`src/hdl/psa_ram.sv`:
```
// generic single-port-write, single-port-read ram with registered read
module psa_ram #(
   parameter int WIDTH = 8,
   parameter int DEPTH = 16
) (
   input  logic                     clock,
   input  logic                     wr_en,
   input  logic [$clog2(DEPTH)-1:0] wr_addr,
   input  logic [WIDTH-1:0]         wr_data,
   input  logic                     rd_en,
   input  logic [$clog2(DEPTH)-1:0] rd_addr,
   output logic [WIDTH-1:0]         rd_data
);

   logic [WIDTH-1:0] mem_ff [DEPTH];
   logic [WIDTH-1:0] rd_data_ff;

   always_ff @(posedge clock) begin
      if (wr_en) begin
         mem_ff[wr_addr] <= wr_data;
      end
      if (rd_en) begin
         rd_data_ff <= mem_ff[rd_addr];
      end
   end

   assign rd_data = rd_data_ff;

endmodule

```
`config.mk`:
```
export PLATFORM = sky130hd
export DESIGN_NAME = psa_ram
export DESIGN_NICKNAME = d
export VERILOG_FILES = /design/src/hdl/psa_ram.sv
export SDC_FILE = /design/constraint.sdc
export NUM_CORES = 1
export LEC_CHECK = 0
export BUFFER_PORTS_ARGS = -buffer_cell sky130_fd_sc_hd__buf_2
export CORE_MARGIN = 4
export CORE_UTILIZATION = 45
export CTS_CLUSTER_SIZE = 16
export DETAILED_ROUTE_END_ITERATION = 16
export PLACE_DENSITY = 0.74
export SLEW_MARGIN = 30
export SYNTH_ARGS = -nofsm -noshare
export SYNTH_HDL_FRONTEND = slang
export SYNTH_SLANG_ARGS = --single-unit
```
`constraint.sdc`:
```
create_clock -name clock -period 3.8 [get_ports clock]
set_input_delay 0.19 -clock clock [delete_from_list [all_inputs] [get_ports clock]]
set_output_delay 0.19 -clock clock [all_outputs]
set_load 0.005 [all_outputs]
```
======== Word level (Yosys, flattened, before mapping) ========
Memory sizes are Yosys's and may differ from the RTL's. A register that Yosys moved wholly into a read port is not among the register bits.
Index checks and enable logic that the tools add are counted.
W data, S select, Z words.
storage, ports and cells
  bits of input ports ..................... 19
  memories ................................ 1
  register bits after elaboration ......... 0
  RAM bits ................................ 128
  output and inout port bits .............. 8
memories
  memory  words  width  rd ports  clocked after Yosys merged registers in  wr ports  line  source
  mem_ff  16     8      1         1                                        1         15    logic [WIDTH-1:0] mem_ff [DEPTH];
operators by class
  mux-type cells .......................... 2
operators with widths
  cell     count
  $mux W1  2

======== Depth between registers and ports, before layout ========
  depth in word-level cells ............... 2
  mapped depth ............................ 5

======== Worst setup path after synthesis ========
OpenSTA, ideal clock, no wires.
  path kind ............................... in2reg
  start ................................... input wr_addr[2]
  end ..................................... memory mem_ff[0][0], enable pin
  data arrival time ....................... 1300 ps
  required time ........................... 3417 ps
  cell stages on the path ................. 2
  library setup time ...................... 383 ps
  path buffers ............................ 0
  slack ................................... 2117 ps
  path through ............................ or3b_2 nor3_1
RTL lines
  item                line  source
  start: declaration  8     input logic [$clog2(DEPTH)-1:0] wr_addr,
  end: declaration    15
No word-level cell before the write port.

==> reports/results.tsv <==
stage	metric	value	unit
global_route	largest net degree at the start of global routing	33	
routing	via count	2494	
logic_synthesis	Synth Register Bits	136	
power	total power per unit cell area	579	nW/um^2
placed_design	# port buffers	26	
clock_tree	Resized cells post-CTS	0	
die	Initial Util	0.458	
global_route	M1 GR Usage	0.241	
cells_and_area	Filler cells	864	
routing	1st-iter DRT viols	208	
global_route	met3 Use GR	0.0522	
placed_design	routability cong.	0.746	
logic_synthesis	Synth Area in Adders	0	
die	DIE WIDTH	116	um
worst_setup_path	flop2flop setup slack	2250	ps
logic_synthesis	leading area contributor after synthesis	edfxtp_1	
status	status	finished clean	
run	MaxCap Viol Count	0	
sta	RSZ-0062 raised after global routing	no	
worst_setup_path	CP max FO	17	
hold_path	Tightest Hold Check Type	input pin to flip-flop	
logic_synthesis	Top FF cell, synth	edfxtp_1	
die	core area	11400	um^2
clock_tree	Num CTS Buffers	17	
die	Die Y	116	um
sta	Fin Clk Skew	7.53	ps
sta	Rel. slew slack	0.370	
cells_and_area	area grow syn2layout	16.7	%
worst_setup_path	CP arrival	2040	ps
power	total power	3530	uW
sta	worst-margin pin slew	942	ps
clock_tree	CTS max path bufs	2	
cells_and_area	nets@finish	288	
global_route	GRT Total Usage	0.166	
die	I/O pin cnt	27	
logic_synthesis	Compound-Gate Fraction of Synth Area	0.0230	
power	VDD IR max	0.320	mV
routing	vias per cell	5.88	
logic_synthesis	Post-Synth Simple-Gate Area	0.0314	
worst_setup_path	max incr delay on CP	650	ps
clock_tree	H-Tree Depth	4	
cells_and_area	ant diodes	0	
routing	DRT antenna net count	0	
worst_setup_path	cell breakdown of the critical path	buf_2, buf_4, mux4_1, a22oi_1, nand2_1	
global_route	first-pass GRT wire length	15800	um
logic_synthesis	Synth warnings	0	
clock_tree	Sink Count	136	
global_route	antenna violations before repair	0	
power	Pleak	0.00202	uW
logic_synthesis	top cells by area, synth	edfxtp_1, mux4_2, mux4_1	
logic_synthesis	post-synth top area share	0.781	
worst_setup_path	Bufs and invs on worst path	2	
clock_tree	Setup Fix Bufs, Post-CTS	0	
clock_tree	Clock Tree Root	clkbuf_16	
sta	final slew viol count	0	
sta	Peak Freq	531	MHz
clock_tree	CTS tree	built	
sta	Fin. Hold Viols	0	
cells_and_area	fraction of layout instances using a drive strength above 1	0.285	
logic_synthesis	mux share of post-synthesis cell area	0.148	
global_route	grt ovf	0	
logic_synthesis	Yosys cell types	18	
logic_synthesis	mean post-synth cell area	22.8	um^2
logic_synthesis	ys async rst share	0	
worst_setup_path	crit-path leading delay family	buffers and inverters	
logic_synthesis	XOR/XNOR share of the synthesized area	0	
die	die area	13400	um^2
die	Rows	39	
worst_setup_path	Setup crit start kind	input pin	
worst_setup_path	WP data required	3950	ps
routing	Initial DRT Pass Iterations	6	
logic_synthesis	Synth Cell Area	5230	um^2
global_route	layer with the highest usage	met2	
logic_synthesis	register area share after synthesis	0.781	
sta	Final TNS setup	0	ps
global_route	vias in the first global route	2566	
sta	min cycle time layout	1880	ps
placed_design	dpl hpwl	6530	um
routing	Routed WL per cell	24.8	um
clock_tree	clock-pin slew on the worst setup and hold paths	60	ps
clock_tree	Worst-Skew Late Latency	400	ps
logic_synthesis	Syn Nets	248	
worst_setup_path	Crit-path slowest cell	mux4_1	
clock_tree	hold_buf cts	0	
sta	final setup violation count	0	
sta	final period utilization	0.496	
routing	WL final	10500	um
worst_setup_path	crit path kind	input pin to flip-flop	
routing	DR DRC count	0	
logic_synthesis	number of enable flip-flop cells after synthesis	136	
logic_synthesis	cells after synthesis	229	
logic_synthesis	main combinational cell family by area after synthesis	multiplexers	
global_route	grt met2 use	0.255	
worst_setup_path	CP Capture Type	flip-flop	
==> synthesized netlist by cell type (2+ instances only) <==
| master | number |
|---|---|
| edfxtp_1 | 136 |
| nand2_1 | 9 |
| buf_2 | 3 |
| buf_6 | 3 |
| mux4_2 | 18 |
| clkdlybuf4s25_2 | 3 |
| nor2_1 | 13 |
| nand2b_1 | 2 |
| nor3_1 | 4 |
| nand3b_1 | 2 |
| a22oi_1 | 16 |
| mux4_1 | 14 |
==> power breakdown <==
part / switching [uW] / internal [uW] / total [uW]
Combinational: 92.1 / 59.7 / 152
Clock: 591 / 1090 / 1680
Sequential: 9.31 / 1690 / 1700
==> kinds of logic after synthesis <==
family,after synthesis
DFF,136
muxes,32
and+or+nand+nor,35
buffers and inverters,10
AOI/OAI and AO/OA,16
==> cell type report <==
class                           count  area, um^2  area share
Clock buffer                       17         425      0.0698
Clock inverter                     14         183      0.0300
Multi-Input combinational cell     83        1060       0.174
Sequential cell                   136        4080       0.670
Tap cell                          143         179      0.0293
Timing Repair Buffer               31         168      0.0275
==> layer usage <==
layer	vias to the layer above	part of all wire
li1	1061	-
met1	1301	0.43
met2	121	0.48
met3	11	0.081
met4	0	0.0099
met5	-	0
==> sequential cells by signal (all words and copies together) (netlist names) <==
register	cells
rd_data	8
mem_ff	128
==> path summary, 6_finish.rpt <==
| kind | from | to | cells past startpoint |
|---|---|---|---|
| worst max-delay path | rd_addr[0] | rd_data[2] | 5 |
| worst min-delay path | rd_en | rd_data[3] | 1 |
| worst max register to register | mem_ff[1][5] | rd_data[5] | 3 |
| worst min register to register | mem_ff[11][2] | rd_data[2] | 3 |
==> cells in the final DEF (no fill, tap or decap), drive strengths merged <==
master / instances
nor3: 4
clkbuf: 17
and2b: 1
nand2: 9
nand3b: 2
buf: 31
clkinv: 7
or3b: 1
mux4: 32
clkinvlp: 3
edfxtp: 136
nand2b: 2
nor2: 13
bufinv: 4
a22oi: 16
nand3: 1
nor2b: 1
and2: 1
==> per-stage QoR <==
step / setup slack, ps / hold slack, ps / utilization / cell area [um^2] / cells
after global placement: 1510 / 565 / 0.481 / 5490 / 393
after detailed placement: 1510 / 570 / 0.481 / 5490 / 393
final: 1920 / 160 / 0.534 / 6100 / 424
after CTS: 1870 / 150 / 0.534 / 6100 / 424
after floorplan: 2120 / 289 / - / 5230 / 229
after global routing: 1750 / 148 / 0.534 / 6100 / 424
No activity file was read; power rests on OpenSTA's default activity.
